==> src/stc_ram.sv <==
// ----------------------------------------------------------------------------
// stc_ram
// simple dual-port ram, one write port, one read port with registered data
// ----------------------------------------------------------------------------
`timescale 1ns / 1ps

module stc_ram #(
  parameter int WIDTH = 8,
  parameter int DEPTH = 16
) (
  input  logic                                   clk,
  input  logic                                   we,
  input  logic [((DEPTH > 1) ? $clog2(DEPTH) : 1)-1:0] waddr,
  input  logic [WIDTH-1:0]                       wdata,
  input  logic                                   re,
  input  logic [((DEPTH > 1) ? $clog2(DEPTH) : 1)-1:0] raddr,
  output logic [WIDTH-1:0]                       rdata
);

  logic [WIDTH-1:0] mem [DEPTH];

  // write port
  always_ff @(posedge clk) begin
    if (we) begin
      mem[waddr] <= wdata;
    end
  end

  // read port, old data on a same-address collision
  always_ff @(posedge clk) begin
    if (re) begin
      rdata <= mem[raddr];
    end
  end

endmodule

==> config.mk <==
export PLATFORM = sky130hd
export DESIGN_NAME = stc_ram
export DESIGN_NICKNAME = d
export VERILOG_FILES = /design/src/stc_ram.sv
export SDC_FILE = /design/constraint.sdc
export NUM_CORES = 1
export LEC_CHECK = 0
export BUFFER_PORTS_ARGS = -buffer_cell sky130_fd_sc_hd__buf_2
export CAP_MARGIN = 20
export CORE_ASPECT_RATIO = 1.4
export CORE_MARGIN = 1.5
export CORE_UTILIZATION = 40
export CTS_BUF_LIST = sky130_fd_sc_hd__clkbuf_4
export DETAILED_ROUTE_END_ITERATION = 8
export PLACE_DENSITY = 0.68
export SYNTH_ARGS = -nofsm -noshare
export SYNTH_HDL_FRONTEND = slang
export SYNTH_SLANG_ARGS = --single-unit
==> constraint.sdc <==
create_clock -name clk -period 1.7 [get_ports clk]
set_clock_uncertainty 0.15 [all_clocks]
set_input_delay 0.255 -clock clk [delete_from_list [all_inputs] [get_ports clk]]
set_output_delay 0.255 -clock clk [all_outputs]
set_load 0.05 [all_outputs]
==> results_dict.tcl <==
set metrics [dict create \
    avgRoutedWirePerCell_microns 21.1 \
    core_area_sq_um 12800 \
    cp-start-kind "flop" \
    switchingPower_uw 1320 \
    core.rowCount 49 \
    gp_congestion 0.734 \
    synth_edf_count 136 \
    pwr-share-seq_pct 61.3 \
    required_ps 1820 \
    syn_area_sq_um 5230 \
    swShare_pct 21.3 \
    die_w_microns 99.6 \
    antenna_left 0 \
    pwr-share-comb_pct 7.0 \
    multi_input_area_sq_um 1060 \
    setup_viol 0 \
    wirelength_microns 9810 \
    p_per_area_nw_per_um2 1020 \
    grt_start_max_net_pins 21 \
    first_iter_violations 172 \
    syn_to_final_growth_pct 16.1 \
    vias_per_cell 5.40 \
    synthFlopType "edfxtp_1" \
    root_buffer "clkbuf_4" \
    critPathKind "reg2reg" \
    clkTransAtPathRegs_ps 110 \
    tightest_slew_ps 795 \
    fill_cells 1044 \
    synth_cell_types 18 \
    yosysSeqAreaShare_pct 78.1 \
    finalHoldViolations 0 \
    final_cells 464 \
    leakage_uw 0.00205 \
    grt-ovfl-total 0 \
    first_pass_iters 5 \
    cts_max_level 4 \
    final_cell_mix "edfxtp_1, buf_2, clkbuf_4" \
    synth_fp_nets 248 \
    clk_latency_ps 510 \
    ys_warn_count 0 \
    grt_pass1_vias 2623 \
    dp_hpwl_microns 6540 \
    worstPathMaxFanout 1 \
    clockPowerShare_pct 31.7 \
    status "finished, final reports clean" \
    hold_class "in2reg" \
    min_period_over_period_pct 94.3 \
    min_period_ps 1600 \
    crit_arrival_ps 1720 \
    final_nets 316 \
    antenna_found_initial 1 \
    seq_area_sq_um 4080 \
    cts_tree "yes" \
    finalHoldWorstSlack_ps 147 \
    synth_seq_cells 136 \
    numCtsBuffers 17 \
    drv_cap 0 \
    avgSynthCellArea_sq_um 22.8 \
    max_slew_margin_pct 46.9 \
    dieArea_sq_um 13800 \
    grt.total_usage_pct 15.6 \
    cts_resized 0 \
    ctsHoldBuffers 9 \
    fp.dieH_microns 138 \
    initial_core_util_pct 40.8 \
    synthCells 229 \
    pin_count 27 \
    drv_slew 0 \
    rsz0062_at_grt "false" \
    end_kind "flop" \
    intPower_uw 4860 \
    port_buffers 26 \
    ir_worst_vdd_mv 0.533 \
    post_cts_buffers 0 \
    layout_commonest_cell "edfxtp_1" \
    async_reset_ff_share_pct 0 \
    drc 0 \
    cts.path.max_buffers 2 \
    clkSinkCount 136 \
    placed_cells 422 \
    drive_gt1_share_pct 32.3 \
    fmax_mhz 624 \
    grt_pass1_wl_microns 15000 \
    route.vias.total 2505 \
]
[metal layers]
layer | wire, microns | GRT usage [%] | up-vias | share of wire (%)
met3 | 581 | 4.45 | 11 | 5.9
met4 | 124 | 5.78 | 0 | 1.3
met2 | 5250 | 26.4 | 93 | 54
met5 | 0 | 0 | - | 0
li1 | - | - | 1122 | -
met1 | 3850 | 18.9 | 1279 | 39
[power groups by stage]
stage / registers, uW / clock network, uW / logic [uW]
6_report: 3790 / 1960 / 430
5_1_grt: 3800 / 2150 / 464
4_1_cts: 3790 / 2020 / 437
3_5_place_dp: 3870 / 0 / 421
3_3_place_gp: 3870 / 0 / 409
2_1_floorplan: 3920 / 0 / 191
[final timing paths]
path,slack (ps),end,from,cells past startpoint
setup / recovery,100,rdata[1],mem[9][1],3
hold reg to reg,600,rdata[5],mem[15][5],3
hold / removal,150,mem[0][4],waddr[0],3
setup reg to reg,100,rdata[1],mem[9][1],3
[registers in the layout, indices dropped and copies added, names as in the netlist]
name and count:
mem 128, rdata 8
[final cells by class]
class                      instances  share of cell area (%)
antenna                            1                  0.0412
clock buffer                      21                    2.60
clock inverter                    11                    1.75
multi-input combinational         83                    17.5
sequential                       136                    67.3
tap                              153                    3.16
timing repair buffer              59                    7.63
[worst max-delay path: stages (launching register included)]
cell	delay, ps
edfxtp_1	360
mux4_1	540
a22oi_1	220
nand2_1	100
[stage by stage]
step                      TNS, ps  setup WS, ps  utilization, %  instance area (sq um)  power [uW]
after detailed placement    -1800          -285            44.6                   5710        4290
after CTS                       0          32.5            47.3                   6060        6250
after global placement      -1450          -237            44.6                   5710        4280
final                           0          97.0            47.3                   6070        6180
after global routing            0          10.6            47.3                   6070        6410
after floorplan                 0          12.6               -                   5230        4110
[logic make-up after synthesis]
| group | Yosys count | synth area share (%) |
|---|---|---|
| buffers and inverters | 10 | 1.65 |
| AO/OA/AOI/OAI | 16 | 2.30 |
| multiplexers | 32 | 14.8 |
| flip-flops | 136 | 78.1 |
| AND/OR/NAND/NOR | 35 | 3.14 |
[Yosys cell counts, drive strengths merged (2+ instances only)]
| cell type | instances | area share, % |
|---|---|---|
| nand2 | 9 | 0.65 |
| edfxtp | 136 | 78 |
| nor3 | 4 | 0.38 |
| nor2 | 13 | 0.93 |
| mux4 | 32 | 15 |
| a22oi | 16 | 2.3 |
| nand2b | 2 | 0.24 |
| buf | 7 | 1.1 |
| clkdlybuf4s25 | 3 | 0.57 |
| nand3b | 2 | 0.29 |
(Power assumes the default switching activity.)
